**config.mk**
```make
export PLATFORM = sky130hd
export DESIGN_NAME = rmq_div_cell
export DESIGN_NICKNAME = d
export VERILOG_FILES = /design/src/design/rmq_pkg.sv /design/src/design/rmq_div_cell.sv
export SDC_FILE = /design/constraint.sdc
export NUM_CORES = 1
export LEC_CHECK = 0
export ABC_CLOCK_PERIOD_IN_PS = 20600
export BUFFER_PORTS_ARGS = -buffer_cell sky130_fd_sc_hd__buf_2
export CAP_MARGIN = 5
export CORE_AREA = 5 5 205 207
export CTS_CLUSTER_DIAMETER = 150
export DETAILED_ROUTE_END_ITERATION = 10
export DIE_AREA = 0 0 210 212
export PLACE_DENSITY = 0.81
export SKIP_LAST_GASP = 1
export SLEW_MARGIN = 20
export SYNTH_ARGS = -nofsm -noshare
export SYNTH_HDL_FRONTEND = slang
export SYNTH_SLANG_ARGS = --single-unit
```
**constraint.sdc**
```tcl
create_clock -name clk -period 20.6 [get_ports clk]
set_clock_uncertainty 0.2 [all_clocks]
set_input_delay 4.12 -clock clk [delete_from_list [all_inputs] [get_ports clk]]
set_output_delay 4.12 -clock clk [all_outputs]
set_load 0.005 [all_outputs]
```
**src/design/rmq_pkg.sv**
```systemverilog
// Shared types, constants and step functions for the rotation matrix to quaternion core.
// Used by every module of the block; depends on nothing else.
`default_nettype none
package rmq_pkg;

	localparam int DW         = 16;
	localparam int FB         = 14;
	localparam int SQ_STEPS   = 16;
	localparam int DIV1_STEPS = 18;
	localparam int DIV2_STEPS = 17;
	localparam int LANES      = 4;

	// which quaternion component comes straight from the root
	localparam logic [1:0] H_X = 2'd0;
	localparam logic [1:0] H_Y = 2'd1;
	localparam logic [1:0] H_Z = 2'd2;
	localparam logic [1:0] H_W = 2'd3;

	typedef struct packed {
		logic signed [DW-1:0] m00;
		logic signed [DW-1:0] m01;
		logic signed [DW-1:0] m02;
		logic signed [DW-1:0] m10;
		logic signed [DW-1:0] m11;
		logic signed [DW-1:0] m12;
		logic signed [DW-1:0] m20;
		logic signed [DW-1:0] m21;
		logic signed [DW-1:0] m22;
		logic signed [DW-1:0] m33;
	} mat_t;

	typedef struct packed {
		logic signed [DW-1:0] quat_x;
		logic signed [DW-1:0] quat_y;
		logic signed [DW-1:0] quat_z;
		logic signed [DW-1:0] quat_w;
		logic                 degenerate;
	} quat_t;

	// root phase: two square roots side by side (radicand and corner)
	typedef struct packed {
		logic                    bad;
		logic [1:0]              h;
		logic [LANES-1:0][16:0]  n;
		logic [31:0]             xr;
		logic [31:0]             rr;
		logic [31:0]             xm;
		logic [31:0]             rm;
	} sq_t;

	// divide phase: four restoring lanes sharing one divisor
	typedef struct packed {
		logic                    bad;
		logic [1:0]              h;
		logic [LANES-1:0]        neg;
		logic [14:0]             big;
		logic [15:0]             d;
		logic [16:0]             den;
		logic [LANES-1:0][32:0]  rem;
		logic [LANES-1:0][17:0]  q;
	} dv_t;

	// one digit of the integer square root; returns {x, res}
	function automatic logic [63:0] isq_step(input logic [31:0] x, input logic [31:0] res,
		input logic [31:0] bitv);
		logic [32:0] t;
		logic [31:0] xo;
		logic [31:0] ro;
		t = {1'b0, res} + {1'b0, bitv};
		if ({1'b0, x} >= t) begin
			xo = x - t[31:0];
			ro = (res >> 1) + bitv;
		end else begin
			xo = x;
			ro = res >> 1;
		end
		return {xo, ro};
	endfunction

	// one quotient bit of a restoring divide; returns {rem, q}
	function automatic logic [50:0] div_step(input logic [32:0] rem, input logic [16:0] den,
		input logic [4:0] step, input logic [17:0] q);
		logic [34:0] sh;
		logic [32:0] ro;
		logic [17:0] qo;
		sh = 35'(den) << step;
		ro = rem;
		qo = q;
		if ({2'b00, rem} >= sh) begin
			ro = rem - sh[32:0];
			qo = q | (18'(1) << step);
		end
		return {ro, qo};
	endfunction

endpackage
`default_nettype wire

```
**src/design/rmq_div_cell.sv**
```systemverilog
// One quotient-bit cell of a restoring divide chain, four lanes on one divisor.
// Depends on rmq_pkg.
`default_nettype none
module rmq_div_cell import rmq_pkg::*; (
	input  wire logic       clk,
	input  wire logic       arst_n,
	input  wire logic [4:0] step,
	input  wire logic       in_v,
	output logic            up_free,
	input  wire dv_t        d_in,
	output logic            out_v,
	input  wire logic       dn_free,
	output dv_t             d_out
);

	logic [LANES-1:0][50:0] st;
	dv_t                    nxt;
	logic                   v_q;
	dv_t                    d_q;

	always_comb begin
		nxt = d_in;
		for (int i = 0; i < LANES; i++) begin
			st[i]      = div_step(d_in.rem[i], d_in.den, step, d_in.q[i]);
			nxt.rem[i] = st[i][50:18];
			nxt.q[i]   = st[i][17:0];
		end
	end

	assign up_free = !v_q || dn_free;

	always_ff @(posedge clk or negedge arst_n) begin
		if (!arst_n) begin
			v_q <= 1'b0;
		end else if (up_free) begin
			v_q <= in_v;
		end
	end

	always_ff @(posedge clk) begin
		if (up_free && in_v) begin
			d_q <= nxt;
		end
	end

	assign out_v = v_q;
	assign d_out = d_q;

endmodule
`default_nettype wire

```
# Yosys cells after proc, flatten, opt, wreduce, memory -nomap -nowiden
# Cells that the tools add are included.
# W data, S select, Z words.
# op_classes
add_sub_neg,4
order_cmp,4
shifts,2
n_mux,8
n_bitwise,4
n_reduce_logical,3
# ops
operator,n
$ge A33 B35 Y1,4
$mux W33,4
$sub A33 B33 Y33,4
$mux W18,4
$or A18 B18 Y18,4
$shl A17 B5 Y35,1
$shl A1 B5 Y18 const A,1
$logic_and A1 B1 Y1,1
$logic_not A1 Y1,1
$logic_or A1 B1 Y1,1
# word_totals
register_bits,260
inputBits,268
out_inout_bits,261
elab_cells,40

# Longest topological paths before layout
# depth
word_depth,3
depth_mapped,25
depth_no_buf,19

# Worst setup path before layout
# Ideal clock, no wire load.
# synth_timing
path_kind,input port to flip-flop
start,input dn_free
end,"register d_q, in the netlist d_out[0], enable pin"
setup_time_ps,654
arrival_ps,10175
t_required_ps,19746
path_slack_ps,9571
path_stages,2
n_path_buf,0
path_cell_list,nand2b_1 and2_1
# synth_between
elab_chain_len,2
# synth_rtl
element,line_no,rtl
start: declaration,rmq_div_cell.sv:12,"input wire logic dn_free,"
$logic_or A1 B1 Y1,rmq_div_cell.sv:30,assign up_free = !v_q || dn_free;
$logic_and A1 B1 Y1,rmq_div_cell.sv:41,if (up_free && in_v) begin
end signal: assignment,rmq_div_cell.sv:42,d_q <= nxt;
end: declaration,rmq_div_cell.sv:19,dv_t d_q;
# Every way passes these cells.
# A chain may end at the register's enable or synchronous reset.

==> flow_metrics.tcl <==
set metrics [dict create \
    status "complete, no violations" \
    setup.worst_path.end_class "flop" \
    rsz0062_at_grt "false" \
    layout-area-overhead-vs-synth_pct 22.7 \
    cts.repair.resized 0 \
    p_sw_share_pct 33.3 \
    global_route.overflow_total 0 \
    drc_errors 0 \
    grt_pass1_vias 16019 \
    number_of_storage_elements_in_the_synthesis_netlist 260 \
    crit_arrival_ns 10.30 \
    die_extent_in_y_um 212 \
    dp_hpwl_mm 53.8 \
    path_clk_slew_ns 0.06 \
    power_uw 1800 \
    switchingPower_uw 600 \
    grt_usage_pct 28.9 \
    drt_wl_total_mm 68.7 \
    max_freq_mhz 98.3 \
    cts-root-to-sink-buffers 3 \
    power.ir.vdd_worst_mv 0.0685 \
    postRouteAntennaNets 0 \
    post-route-min-period_ns 10.17 \
    actual_transition_at_the_worst_max_transition_pin_ns 1.17 \
    power.density_mw_per_mm2 80.7 \
    core_footprint_mm2 0.0402 \
    timing.final.setup_violations 0 \
    synth_edf_count 259 \
    power_report.internal_total_uw 1200 \
    syn_area_per_cell_um2 10.4 \
    synth.lib_cells_used.distinct 85 \
    cts-hold-fix-buffers 0 \
    floorplan.initialDensity_pct 45.3 \
    finalWorstSetupSlack_ns 10.43 \
    clockRootBuffer "clkbuf_16" \
    layout_cell_share_with_drive_strength_beyond_1_pct 29.8 \
    number_of_antenna_violations_at_the_first_check_in_global_routing 8 \
    grt_max_degree 88 \
    worst_hold_path.num_cells 2 \
    synth_largest_area_cell "edfxtp_1" \
    setup.worst_path.start_class "input port" \
    hold_class "flop to flop" \
    critical_path_required_ns 20.72 \
    fin_nets 2661 \
    count_of_pins_over_their_slew_limit 0 \
    insertion_delay_ns 0.57 \
    post_synth_main_area_contributors "edfxtp_1 (43%), ha_1 (9.1%), nand2_1 (3.3%), a21oi_1 (3.2%), o21ai_0 (3.2%)" \
    yosysWarnings 0 \
    clock_tree_from_tritoncts "built" \
    postCtsSetupBuffers 0 \
    cts_htree_levels 1 \
    layoutNonFillerInstCount 2815 \
    ioPinCount 529 \
    clock_sinks 260 \
    filler_cell_count 3556 \
    routed_via_count 16599 \
    seq_power_share_pct 36.9 \
    syn-num-nets 2156 \
    crit_fanout 53 \
    num_rows 74 \
    p_comb_share_pct 33.3 \
    die-area_mm2 0.0445 \
    worst_r2r_path_depth 4 \
    fin_tns_setup_ns 0 \
    synthDominantCellAreaShare_pct 42.8 \
    vias_per_cell 5.90 \
    power_leakage_uw 0.00961 \
    place.detailed.instances 2757 \
    ys_seq_area_share_pct 42.9 \
    post_synth_inst_count 1752 \
    criticalPathCategory "input port to flop" \
    cts_made_buffers 29 \
    combined_area_of_all_synthesized_cells_mm2 0.0182 \
    detail_route.wl_per_cell_um 24.4 \
    die_width_um 210 \
    synth_ff_type "edfxtp_1" \
    drt_iter0_drc 1472 \
    layout_worst_path_cycle_share_pct 49.4 \
    maxCapViolations 0 \
    async_reset_ff_share_pct 0.385 \
    final-hold-violation-count 0 \
    drt_pass1_iterations 5 \
    timing.max_slew.rel_slack_pct 22.2 \
    grt_pass1_wl_mm 98.6 \
    place_congestion 0.959 \
    dpl_worst_slack_ns 9.91 \
    pwr-share-clk_pct 29.8 \
    place.port_buffers 528 \
]
-- cells in the mapped netlist, drive strengths merged (5+ instances only) --
cell type  instances
a2111oi            6
a211o              8
a211oi            15
a21boi             5
a21o              74
a21oi            116
a22oi             12
a31o              13
a31oi             19
a41o              15
and2               5
and3              14
and4               7
buf               34
clkbuf            41
edfxtp           259
ha               132
inv               48
mux2              70
mux2i             32
nand2            163
nand2b            24
nand3             38
nand4             18
nor2             107
nor2b             22
nor3              31
nor4               7
o211ai             5
o21a              16
o21ai            137
o21bai            67
o31a               7
o31ai             13
xnor2             63
xor2              42
-- power by group through the flow --
stage	Clock (µW)	Sequential, µW	Combinational, µW
after CTS	546	664	591
after detailed placement	0	674	587
after floorplan	0	685	382
after global routing	571	666	648
after global placement	0	674	578
final	537	664	599
-- registers in the layout, indices dropped and copies added (netlist names) --
register / flops
d_out: 259
out_v: 1
-- worst max-delay path, cell delays in order --
cell	delay [ns]
buf_2	0.48
clkinv_1	0.58
nor2_1	0.46
nand2_1	0.09
o21ai_0	0.19
nor2_1	0.07
a21oi_1	0.29
mux2_2	0.24
nand2b_1	0.27
ha_1	0.48
a21oi_1	0.25
o21ai_0	0.14
a221oi_1	0.40
o22ai_1	0.15
o21ai_1	0.15
a31oi_1	0.17
a41oi_4	0.69
buf_4	0.62
mux2_2	0.40
-- final timing paths --
| path | start | endpoint | slack, ns |
|---|---|---|---|
| setup / recovery | step[0] | d_out[98]$_DFFE_PP_ | 10.43 |
| hold / removal | out_v$_DFFE_PN0N_ | out_v$_DFFE_PN0N_ | 0.35 |
| setup reg to reg | out_v$_DFFE_PN0N_ | d_out[156]$_DFFE_PP_ | 17.28 |
| hold reg to reg | out_v$_DFFE_PN0N_ | out_v$_DFFE_PN0N_ | 0.35 |
| max in group asynchronous | arst_n | out_v$_DFFE_PN0N_ | 16.96 |
| min in group asynchronous | arst_n | out_v$_DFFE_PN0N_ | 3.13 |
-- final cells by class --
class                           count  area [µm²]  share of cell area (%)
Multi-Input combinational cell   1368        9840                    44.1
Sequential cell                   260        7800                    35.0
Timing Repair Buffer              549        2820                    12.6
Tap cell                          532         666                    2.98
Clock inverter                     22         225                    1.01
Inverter                           49         184                   0.825
Antenna cell                        3        7.51                  0.0337
Clock buffer                       32         757                    3.39
-- placed cells by master (no fill, tap or decap), types with 32 or more instances in the layout --
master,instances
nand2_1,162
nor2_1,105
ha_1,132
nand3_1,38
a21oi_1,115
xnor2_1,63
o21bai_1,67
mux2i_1,32
xor2_1,42
a21o_1,74
edfxtp_1,259
inv_1,47
buf_2,528
o21ai_0,116
-- per-stage QoR --
step | util [%] | instance area [µm²] | hold WS, ns
after detailed placement | 53.0 | 21300 | 0.319
after CTS | 55.4 | 22300 | 0.337
after global placement | 53.0 | 21300 | 0.313
after floorplan | - | 18200 | 0.337
after global routing | 55.5 | 22300 | 0.399
final | 55.5 | 22300 | 0.346
-- layer usage --
metal | up-vias | GRT usage [%] | share of wire (%)
li1 | 7688 | - | -
met1 | 7890 | 35.0 | 38
met2 | 824 | 49.3 | 48
met3 | 187 | 6.34 | 8.5
met4 | 10 | 13.5 | 5.4
met5 | - | 0 | 0.10
-- kinds of logic after synthesis --
group                    after synthesis  synth area share (%)
AO/OA/AOI/OAI                        571                  21.0
AND/OR/NAND/NOR                      454                  11.7
flip-flops                           260                  42.9
adder cells (fa/ha/maj)              136                  9.52
buffers and inverters                124                  3.12
XOR/XNOR                             105                  5.06
multiplexers                         102                  6.65
Power figures use the tool's default switching activity.
