[src/design/rmq_pkg.sv]
// Shared types, constants and step functions for the rotation matrix to quaternion core.
// Used by every module of the block; depends on nothing else.
`default_nettype none
package rmq_pkg;

	localparam int DW         = 16;
	localparam int FB         = 14;
	localparam int SQ_STEPS   = 16;
	localparam int DIV1_STEPS = 18;
	localparam int DIV2_STEPS = 17;
	localparam int LANES      = 4;

	// which quaternion component comes straight from the root
	localparam logic [1:0] H_X = 2'd0;
	localparam logic [1:0] H_Y = 2'd1;
	localparam logic [1:0] H_Z = 2'd2;
	localparam logic [1:0] H_W = 2'd3;

	typedef struct packed {
		logic signed [DW-1:0] m00;
		logic signed [DW-1:0] m01;
		logic signed [DW-1:0] m02;
		logic signed [DW-1:0] m10;
		logic signed [DW-1:0] m11;
		logic signed [DW-1:0] m12;
		logic signed [DW-1:0] m20;
		logic signed [DW-1:0] m21;
		logic signed [DW-1:0] m22;
		logic signed [DW-1:0] m33;
	} mat_t;

	typedef struct packed {
		logic signed [DW-1:0] quat_x;
		logic signed [DW-1:0] quat_y;
		logic signed [DW-1:0] quat_z;
		logic signed [DW-1:0] quat_w;
		logic                 degenerate;
	} quat_t;

	// root phase: two square roots side by side (radicand and corner)
	typedef struct packed {
		logic                    bad;
		logic [1:0]              h;
		logic [LANES-1:0][16:0]  n;
		logic [31:0]             xr;
		logic [31:0]             rr;
		logic [31:0]             xm;
		logic [31:0]             rm;
	} sq_t;

	// divide phase: four restoring lanes sharing one divisor
	typedef struct packed {
		logic                    bad;
		logic [1:0]              h;
		logic [LANES-1:0]        neg;
		logic [14:0]             big;
		logic [15:0]             d;
		logic [16:0]             den;
		logic [LANES-1:0][32:0]  rem;
		logic [LANES-1:0][17:0]  q;
	} dv_t;

	// one digit of the integer square root; returns {x, res}
	function automatic logic [63:0] isq_step(input logic [31:0] x, input logic [31:0] res,
		input logic [31:0] bitv);
		logic [32:0] t;
		logic [31:0] xo;
		logic [31:0] ro;
		t = {1'b0, res} + {1'b0, bitv};
		if ({1'b0, x} >= t) begin
			xo = x - t[31:0];
			ro = (res >> 1) + bitv;
		end else begin
			xo = x;
			ro = res >> 1;
		end
		return {xo, ro};
	endfunction

	// one quotient bit of a restoring divide; returns {rem, q}
	function automatic logic [50:0] div_step(input logic [32:0] rem, input logic [16:0] den,
		input logic [4:0] step, input logic [17:0] q);
		logic [34:0] sh;
		logic [32:0] ro;
		logic [17:0] qo;
		sh = 35'(den) << step;
		ro = rem;
		qo = q;
		if ({2'b00, rem} >= sh) begin
			ro = rem - sh[32:0];
			qo = q | (18'(1) << step);
		end
		return {ro, qo};
	endfunction

endpackage
`default_nettype wire

[src/design/rmq_front.sv]
// Input stage: trace test, branch pick, radicands and off-diagonal pair terms.
// Depends on rmq_pkg.
`default_nettype none
module rmq_front import rmq_pkg::*; (
	input  wire logic clk,
	input  wire logic arst_n,
	input  wire logic in_v,
	output logic      up_free,
	input  wire mat_t d_in,
	output logic      out_v,
	input  wire logic dn_free,
	output sq_t       d_out
);

	logic signed [18:0] a00, a11, a22, c33, tr, r;
	logic [1:0]         h;
	logic signed [16:0] n0, n1, n2, n3;
	logic               bad;
	sq_t                nxt;
	logic               v_q;
	sq_t                d_q;

	always_comb begin
		a00 = 19'(d_in.m00);
		a11 = 19'(d_in.m11);
		a22 = 19'(d_in.m22);
		c33 = 19'(d_in.m33);
		tr  = a00 + a11 + a22;
		h   = H_W;
		if (tr < 19'sd0) begin
			h = (d_in.m11 > d_in.m00) ? H_Y : H_X;
			if (d_in.m22 > ((h == H_Y) ? d_in.m11 : d_in.m00))
				h = H_Z;
		end
		n0 = 17'sd0;
		n1 = 17'sd0;
		n2 = 17'sd0;
		n3 = 17'sd0;
		case (h)
			H_X: begin
				r  = a00 - (a11 + a22) + c33;
				n1 = 17'(d_in.m01) + 17'(d_in.m10);
				n2 = 17'(d_in.m20) + 17'(d_in.m02);
				n3 = 17'(d_in.m21) - 17'(d_in.m12);
			end
			H_Y: begin
				r  = a11 - (a22 + a00) + c33;
				n2 = 17'(d_in.m12) + 17'(d_in.m21);
				n0 = 17'(d_in.m01) + 17'(d_in.m10);
				n3 = 17'(d_in.m02) - 17'(d_in.m20);
			end
			H_Z: begin
				r  = a22 - (a00 + a11) + c33;
				n0 = 17'(d_in.m20) + 17'(d_in.m02);
				n1 = 17'(d_in.m12) + 17'(d_in.m21);
				n3 = 17'(d_in.m10) - 17'(d_in.m01);
			end
			default: begin
				r  = tr + c33;
				n0 = 17'(d_in.m21) - 17'(d_in.m12);
				n1 = 17'(d_in.m02) - 17'(d_in.m20);
				n2 = 17'(d_in.m10) - 17'(d_in.m01);
			end
		endcase
		bad = (r <= 19'sd0) || (d_in.m33 <= 16'sd0);
		nxt.bad = bad;
		nxt.h   = h;
		nxt.n   = {n3, n2, n1, n0};
		nxt.xr  = bad ? 32'd0 : {r[17:0], 14'd0};
		nxt.rr  = 32'd0;
		nxt.xm  = (d_in.m33 <= 16'sd0) ? 32'd0 : {2'b00, d_in.m33, 14'd0};
		nxt.rm  = 32'd0;
	end

	assign up_free = !v_q || dn_free;

	always_ff @(posedge clk or negedge arst_n) begin
		if (!arst_n) begin
			v_q <= 1'b0;
		end else if (up_free) begin
			v_q <= in_v;
		end
	end

	always_ff @(posedge clk) begin
		if (up_free && in_v) begin
			d_q <= nxt;
		end
	end

	assign out_v = v_q;
	assign d_out = d_q;

endmodule
`default_nettype wire

[config.mk]
export PLATFORM = sky130hd
export DESIGN_NAME = rmq_front
export DESIGN_NICKNAME = d
export VERILOG_FILES = /design/src/design/rmq_pkg.sv /design/src/design/rmq_front.sv
export SDC_FILE = /design/constraint.sdc
export NUM_CORES = 1
export LEC_CHECK = 0
export BUFFER_PORTS_ARGS = -buffer_cell sky130_fd_sc_hd__buf_2
export CAP_MARGIN = 5
export CORE_ASPECT_RATIO = 1.5
export CORE_UTILIZATION = 40
export DETAILED_ROUTE_END_ITERATION = 10
export HOLD_SLACK_MARGIN = 0.03
export PLACE_DENSITY = 0.58
export SLEW_MARGIN = 20
export SYNTH_ARGS = -nofsm -noshare
export SYNTH_HDL_FRONTEND = slang
export SYNTH_SLANG_ARGS = --single-unit
[constraint.sdc]
create_clock -name clk -period 5.3 [get_ports clk]
set_clock_uncertainty 0.05 [all_clocks]
set_input_delay 0.265 -clock clk [delete_from_list [all_inputs] [get_ports clk]]
set_output_delay 0.265 -clock clk [all_outputs]
set_load 0.02 [all_outputs]
### Word-level counts from Yosys, hierarchy flattened

Cells that the tools add are included.

| word-level totals | value |
|---|---|
| register bits after elaboration | 136 |
| bits of input ports | 164 |
| output and inout port bits | 201 |
| logic and storage cells | 50 |

| cells by class | value |
|---|---|
| add/sub/neg operators | 17 |
| $lt $le $gt $ge | 5 |
| equal/unequal tests | 3 |
| muxes and demuxes | 9 |
| reductions and logical operators | 5 |

Operator list:

| operator | number |
|---|---|
| case mux 17 bit (3 select lines) | 4 |
| adder 16 x 16 -> 17 bit | 6 |
| adder 18 x 16 -> 19 bit | 4 |
| case mux 19 bit (3 select lines) | 1 |
| subtractor 16 x 17 -> 18 bit | 3 |
| subtractor 16 x 16 -> 17 bit | 3 |
| > comparator 16 bit | 2 |
| less-or-equal comparator 19 x 1 -> 1 bit, second input constant | 1 |
| adder 17 x 16 -> 18 bit | 1 |
| < comparator 18 x 1 -> 1 bit, second input constant | 1 |
| less-or-equal comparator 16 x 1 -> 1 bit, second input constant | 1 |
| 2-to-1 mux 16 bit | 1 |
| 2-to-1 mux 2 bit | 2 |
| equality test 2 x 1 -> 1 bit, second input constant | 1 |
| equality test 2 bit, second input constant | 1 |
| zero test 2 bit | 1 |
| logical OR 1 bit | 2 |
| equality test 1 bit, second input constant | 1 |
| logical AND 1 bit | 1 |
| zero test 1 bit | 1 |
| 2-to-1 mux 1 bit | 1 |

### Longest topological paths before layout

Gate-level depths: netlist of the first run.

| depth | value |
|---|---|
| word-level depth | 11 |
| mapped depth | 30 |
| gate-level depth less buffers | 30 |

### Least setup slack after synthesis of the first run

Ideal clock, no wire load.

| timing | value |
|---|---|
| path type | input -> register |
| start | input d_in[157] (netlist name) |
| end | register d_q, in the netlist d_out[198] (data pin) |
| setup time | 0.147 ns |
| arrival | 5.306 ns |
| required time | 5.103 ns |
| setup slack | -0.203 ns |
| stages | 24 |
| path buffers | 5 |
| cells stage by stage | inv_1 -> ha_1 -> nand4_1 -> or4_4 -> o21a_1 -> a21oi_4 -> buf_6 -> buf_2 -> buf_2 -> buf_1 -> a21oi_1 -> ha_1 -> nand4_1 -> or4_4 -> a21o_1 -> and4_4 -> or2_1 -> nor2_1 -> buf_2 -> mux2i_1 -> nand2_1 -> nor4_1 -> nand4_1 -> o21bai_1 |

| on the way | value |
|---|---|
| longest elaborated chain between the ends | 11 |
| elaborated cells between the ends (all ways) | 24 |
| those cells by class | add/sub (10); order compare (4); eq/ne (3); mux (5); reduce/logical (2) |

Ends and longest elaborated chain:

| element | line | text |
|---|---|---|
| start: declaration | rmq_front.sv:9 | `input wire mat_t d_in,` |
| parallel branches: the longest is 8 deep, another holds adder 17 x 16 -> 18 bit | n/a |  |
| case mux 19 bit (3 select lines) * | rmq_front.sv:39 | `case (h)` |
| less-or-equal comparator 19 x 1 -> 1 bit * | rmq_front.sv:65 | `bad = (r <= 19'sd0) \|\| (d_in.m33 <= 16'sd0);` |
| logical OR 1 bit * | rmq_front.sv:65 |  |
| net bad | rmq_front.sv:18 | `logic bad;` |
| end signal: assignment | rmq_front.sv:87 | `d_q <= nxt;` |
| end: declaration | rmq_front.sv:21 | `sq_t d_q;` |

Mark *: on every way through the listed nets, which the timed path passes.
A chain may end at the register's enable or synchronous reset.

### Worst setup path in the final report of the first run

| timing | value |
|---|---|
| start | input d_in[145] (netlist name) |
| end | register d_q, in the netlist d_out[198] (data pin) |

The elaborated chain is that of the path after synthesis.

==> results of run 1 <==
## power groups by stage
stage	Sequential [uW]	Clock (uW)	Combinational, uW
after global placement	1240	0	5700
after detailed placement	1240	0	5750
after CTS	1220	736	5930
final	1220	724	6210
after floorplan	1420	0	3420
after global routing	1230	756	6720
## worst paths after layout
check                                       end  slack [ns]  cells after the start
max                        d_out[198]$_DFFE_PP_        0.02                     27
min                           out_v$_DFFE_PN0N_        0.13                      2
max reg2reg                d_out[129]$_DFFE_PP_        2.97                      3
min reg2reg                   out_v$_DFFE_PN0N_        0.50                      2
max in group asynchronous     out_v$_DFFE_PN0N_        4.98                      2
min in group clk              out_v$_DFFE_PN0N_        0.14                      3
## cell families (layout without fill, tap and decap cells)
family          after synthesis  in the layout  synth area share [%]
buf+inv                     356            752                  9.80
compound gates              563            563                  21.5
mux                          37             37                  2.16
flops                       106            106                  18.1
xor+xnor                    160            160                  7.97
simple gates                489            489                  13.3
fa+ha+maj                   327            327                  27.2
other cells                   1             95                0.0213
## registers in the layout, summed over array words and instances, names as in the netlist
signal and count:
out_v 1, d_out 105
## per-stage QoR
step,hold WS (ns),TNS (ns)
after floorplan,-0.0806,-0.00836
after global placement,-0.00989,-15.84
after detailed placement,-0.00855,-25.08
after CTS,0.118,0
after global routing,0.149,-0.959
final,0.135,0
## final cells by class
class                           count  area (um2)
Clock buffer                        9         225
Clock inverter                      7        81.3
Fill cell                        4234       21300
Inverter                          199         747
Multi-Input combinational cell   1671       13500
Sequential cell                   106        3180
Tap cell                          570         713
Timing Repair Buffer              537        3490
## cell usage in the layout (no fill, tap or decap), drive strengths merged, types with 10 or more instances in the layout
master / synthesis / final
a2111oi: 17 / 17
a211oi: 32 / 32
a21o: 28 / 28
a21oi: 164 / 164
a31oi: 18 / 18
and2: 20 / 20
and3: 11 / 11
buf: 118 / 534
clkbuf: 39 / 10
conb: 1 / 95
edfxtp: 105 / 105
fa: 92 / 92
ha: 235 / 235
inv: 199 / 203
mux2i: 29 / 29
nand2: 94 / 94
nand2b: 25 / 25
nand3: 23 / 23
nor2: 173 / 173
nor2b: 38 / 38
nor3: 52 / 52
o211ai: 16 / 16
o21a: 40 / 40
o21ai: 78 / 78
o21bai: 25 / 25
o221ai: 25 / 25
o22ai: 21 / 21
o31ai: 12 / 12
o41ai: 12 / 12
or2: 10 / 10
or3: 13 / 13
xnor2: 127 / 127
xor2: 33 / 33
## what timing repair did
action / 4_1_cts / 5_1_grt
resized for setup: 40 / 68
hold buffers: 2 / 0
setup endpoints to repair: 19 / 19
buffers inserted: 16 / 10
hold endpoints to repair: 2 / 0
pin swaps: 16 / 46
gates cloned: 0 / 1
## metal layers
metal / part of all wire [%] / vias up / track usage, % / wire [um]
li1: - / 8039 / - / -
met1: 37 / 7957 / 27.3 / 22700
met2: 55 / 481 / 53.2 / 33600
met3: 2.9 / 113 / 1.56 / 1740
met4: 4.3 / 0 / 12.1 / 2630
met5: 0 / - / 0 / 0
## critical path: stages
cell and delay (ns):
sky130_fd_sc_hd__buf_4 0.13, sky130_fd_sc_hd__inv_2 0.07, sky130_fd_sc_hd__ha_4 0.20, sky130_fd_sc_hd__buf_4 0.13
sky130_fd_sc_hd__nor2b_1 0.12, sky130_fd_sc_hd__o211ai_1 0.52, sky130_fd_sc_hd__a21oi_2 0.14, sky130_fd_sc_hd__a2111o_2 0.39
sky130_fd_sc_hd__a21oi_4 0.23, sky130_fd_sc_hd__buf_12 0.15, sky130_fd_sc_hd__buf_6 0.12, sky130_fd_sc_hd__a21oi_1 0.08
sky130_fd_sc_hd__ha_1 0.29, sky130_fd_sc_hd__nand3_1 0.09, sky130_fd_sc_hd__or4_4 0.56, sky130_fd_sc_hd__a21o_1 0.19
sky130_fd_sc_hd__a31oi_2 0.21, sky130_fd_sc_hd__buf_4 0.15, sky130_fd_sc_hd__nor2_4 0.05, sky130_fd_sc_hd__buf_12 0.13
sky130_fd_sc_hd__buf_4 0.14, sky130_fd_sc_hd__o31ai_4 0.26, sky130_fd_sc_hd__a21oi_1 0.08, sky130_fd_sc_hd__nor4_2 0.18
sky130_fd_sc_hd__buf_4 0.16, sky130_fd_sc_hd__nand4_1 0.19, sky130_fd_sc_hd__o21bai_1 0.21
==> results_dict.tcl, run 1 <==
set metrics [dict create \
    route.detailed.wl_per_inst_um 19.5 \
    timing.final.crit_period_ns 5.28 \
    fin_area_um2 21900 \
    die-area_um2 44800 \
    synth_flop_cell "sky130_fd_sc_hd__edfxtp_1" \
    arrival_time_at_the_worst_endpoint_ns 5.47 \
    post-route-period-util_pct 99.6 \
    syn-instance-count 2039 \
    final_report_max_slew_violation_count 0 \
    tritoncts "yes" \
    cts-htree-levels 3 \
    floorplan.initialDensity_pct 40.7 \
    syn-mean-instance-area_um2 8.63 \
    cts_sinks 106 \
    hold_path_class "input pin to async pin" \
    drtAntennaViolNets 0 \
    fin_ws_ns 0.0225 \
    tightest_slew_ns 1.13 \
    postSynth.asyncResetShare_pct 0.943 \
    yosysWarningCount 0 \
    outcome "completed" \
    synth.ff_latch_count 106 \
    groute.usage.overall_pct 26.3 \
    yosys.cell_count.top_type "sky130_fd_sc_hd__ha_1" \
    p_int_uw 4280 \
    finalNetCount 3015 \
    cts_buffer_depth 2 \
    headroom_to_the_max_slew_limit_pct 22.7 \
    reg2reg_from "out_v$_DFFE_PN0N_" \
    cts.root.buffer_cell "sky130_fd_sc_hd__clkbuf_16" \
    global_route.overflow_total 0 \
    clk_transition_reported_paths_ns 0.09 \
    power_leakage_uw 0.0101 \
    cts_made_buffers 9 \
    syn-cell-area_um2 17600 \
    area_growth_syn_to_fin_pct 24.6 \
    die_h_um 259 \
    die_width_um 173 \
    grt_max_degree 63 \
    synth_seq_area_share_pct 18.1 \
    post_route_cells_drive_above_1_share_pct 25.9 \
    finalSetupViolCount 0 \
    place_inst 3054 \
    pwr-share-seq_pct 15.0 \
    synth_top_area_cell "sky130_fd_sc_hd__edfxtp_1" \
    power.ir.vdd_worst_v 0.000164 \
    antenna_found_initial 0 \
    worstSetupPathType "input pin to flip-flop" \
    drc 0 \
    endpoint_kind "flip-flop" \
    synth-edff-count 105 \
    dpl-instance-area_um2 20900 \
    critPathMaxFanout 8 \
    max_frequency_mhz 189 \
    totalPowerFinal_uw 8160 \
    combinationalPowerShare_pct 76.2 \
    post_drt_via_cell_ratio 5.35 \
    placement_rows 93 \
    setup.worst_path.start_class "input pin" \
    finalWeightedCongestion 0.923 \
    ys_types 80 \
    via_count_of_the_first_global_routing_pass 17100 \
    finalHoldViolations 0 \
    sw_ratio_pct 47.5 \
    p_switching_uw 3880 \
    dp_hpwl_um 51500 \
    detailroute.via_count 16600 \
    maxCapViolations 0 \
    power.share.clock_pct 8.9 \
    totalWireLength_um 60600 \
    num_antenna_cells 0 \
    detail_route.iter0.violations 834 \
    critical_path_source "d_in[145]" \
    post_synth_most_frequent_cells "sky130_fd_sc_hd__ha_1 (235), sky130_fd_sc_hd__inv_1 (197), sky130_fd_sc_hd__nor2_1 (172)" \
    post_layout_cell_count 3099 \
    firstDrtPassIters 5 \
    post_synth_main_area_contributors "sky130_fd_sc_hd__edfxtp_1 (18%), sky130_fd_sc_hd__ha_1 (17%), sky130_fd_sc_hd__fa_1 (10%), sky130_fd_sc_hd__xnor2_1 (6.3%), sky130_fd_sc_hd__a21oi_1 (4.6%)" \
    buffer_ports.inserted 270 \
    core_area_um2 43200 \
    ports 365 \
    rsz0062_at_grt "true" \
    insertion_delay_ns 0.38 \
    worst_ep_required_time_ns 5.49 \
    final_util_pct 50.7 \
    wire_length_of_the_first_global_routing_pass_um 91000 \
    powerDensity_nw_per_um2 372 \
    netlist.area_leader.share_pct 17.9 \
    placement.setup.worst_slack_ns -0.836 \
]
Note: power is estimated with default switching activity, not from simulation.
==> inputs of run 2 (changes only) <==
- BUFFER_PORTS_ARGS: -buffer_cell sky130_fd_sc_hd__buf_2 -> -buffer_cell sky130_fd_sc_hd__buf_4
==> results_dict.tcl, run 2 (synthesis results as in run 1) <==
set metrics [dict create \
    totalWireLength_um 60700 \
    die-area_um2 44800 \
    totalPowerFinal_uw 8180 \
    endpoint_kind "flip-flop" \
    max_frequency_mhz 191 \
    dp_hpwl_um 51500 \
    via_count_of_the_first_global_routing_pass 16800 \
    tightest_slew_ns 1.23 \
    buffer_ports.inserted 270 \
    post_drt_via_cell_ratio 5.39 \
    final_worst_hold_slack_ns 0.144 \
    timing.critical_path.mode_cell "sky130_fd_sc_hd__buf_4" \
    outcome "completed" \
    grt_max_degree 61 \
    antenna_found_initial 1 \
    drc 0 \
    finalHoldViolations 0 \
    hold_path_class "input pin to async pin" \
    finalWeightedCongestion 0.935 \
    dpl-instance-area_um2 21600 \
    detail_route.iter0.violations 798 \
    mostFrequentLayoutCells "sky130_fd_sc_hd__buf_4 (519), sky130_fd_sc_hd__ha_1 (228), sky130_fd_sc_hd__inv_1 (194)" \
    die_width_um 173 \
    nFillCells 4156 \
    maxCapViolations 0 \
    final_report_max_slew_violation_count 0 \
    groute.usage.overall_pct 26.0 \
    headroom_to_the_max_slew_limit_pct 16.9 \
    arrival_time_at_the_worst_endpoint_ns 5.41 \
    layout.area.seq_um2 3180 \
    cts-htree-levels 3 \
    power_leakage_uw 0.0103 \
    placement_rows 93 \
    firstDrtPassIters 5 \
    die_h_um 259 \
    route.detailed.wl_per_inst_um 19.6 \
    worstSetupPathType "input pin to flip-flop" \
    power.ir.vdd_worst_v 0.000173 \
    detailroute.via_count 16700 \
    rsz0062_at_grt "true" \
    timing.final.crit_period_ns 5.24 \
    post-route-period-util_pct 98.9 \
    final_util_pct 52.2 \
    setup_total_negative_slack_ns 0 \
    insertion_delay_ns 0.37 \
    clk_transition_reported_paths_ns 0.08 \
    core_area_um2 43200 \
    critical-path-max-stage-delay_ns 0.58 \
    finalSetupViolCount 0 \
    largest_register_ff_count 105 \
    worst_ep_required_time_ns 5.47 \
    drtAntennaViolNets 0 \
    cts_made_buffers 9 \
    multiInputGateArea_um2 13500 \
    ports 365 \
    fin_area_um2 22500 \
    floorplan.initialDensity_pct 40.7 \
    cts_sinks 106 \
    powerDensity_nw_per_um2 363 \
    finalNetCount 3011 \
    tritoncts "yes" \
    critPathMaxFanout 9 \
    global_route.overflow_total 0 \
    area_growth_syn_to_fin_pct 28.1 \
    cts_buffer_depth 2 \
    wire_length_of_the_first_global_routing_pass_um 90200 \
    most_common_library_cell_in_the_layout_ignoring_fill_and_taps "sky130_fd_sc_hd__buf_4" \
    setup.worst_path.start_class "input pin" \
    critical_path.slowest_cell "sky130_fd_sc_hd__o211ai_1" \
    cts.root.buffer_cell "sky130_fd_sc_hd__clkbuf_16" \
    post_route_cells_drive_above_1_share_pct 25.5 \
]
-- run 2: critical path: cells and delay by family --
kind / cells / cell delay (ns)
AOI/OAI and AO/OA: 11 / 2.51
and+or+nand+nor: 6 / 1.11
buffers and inverters: 7 / 0.99
adders and majority gates: 2 / 0.51
-- run 2: routing by layer --
metal | track usage [%] | part of all wire (%)
met1 | 26.9 | 37
met2 | 51.6 | 55
met3 | 2.13 | 3.3
met4 | 13.7 | 5.2
met5 | 0 | 0
-- run 2: layout make-up --
class                           instances  area share (%)
Clock buffer                            9            1.00
Sequential cell                       106            14.1
Clock inverter                          7           0.317
Antenna cell                            1          0.0111
Inverter                              199            3.33
Multi-Input combinational cell       1671            59.8
Tap cell                              570            3.17
Timing Repair Buffer                  533            18.3
-- run 2: path summary, 6_finish.rpt --
kind                            depth (start not counted)                        to  slack, ns         startpoint
worst max-delay path                                   26  d_out[115]$_SDFFCE_PP0P_       0.06          d_in[145]
worst min-delay path                                    2         out_v$_DFFE_PN0N_       0.14             arst_n
worst max register to register                          3      d_out[165]$_DFFE_PP_       3.05  out_v$_DFFE_PN0N_
worst min register to register                          2         out_v$_DFFE_PN0N_       0.51  out_v$_DFFE_PN0N_
max in group asynchronous                               2         out_v$_DFFE_PN0N_       4.98             arst_n
min in group clk                                        3         out_v$_DFFE_PN0N_       0.16            dn_free
-- run 2: through the flow --
step / std cells / setup slack, ns
3_5_place_dp: 3057 / -0.780
4_1_cts: 3079 / 0.00198
2_1_floorplan: 2133 / -0.00836
6_report: 3096 / 0.0567
3_3_place_gp: 3057 / -0.571
5_1_grt: 3096 / -0.141
-- run 2: timing repair --
action                                 4_1_cts  5_1_grt
hold buffers                                 2        0
endpoints found under the hold margin        2        0
setup buffers                                4       15
setup endpoints to repair                   29       21
resized for setup                           26       78
gates cloned                                 0        2
pin swaps                                    8       65
-- run 2: power by group --
group	internal, uW	switching (uW)
sequential	1170	65.2
clock	334	364
combinational	2870	3380
total	4370	3800
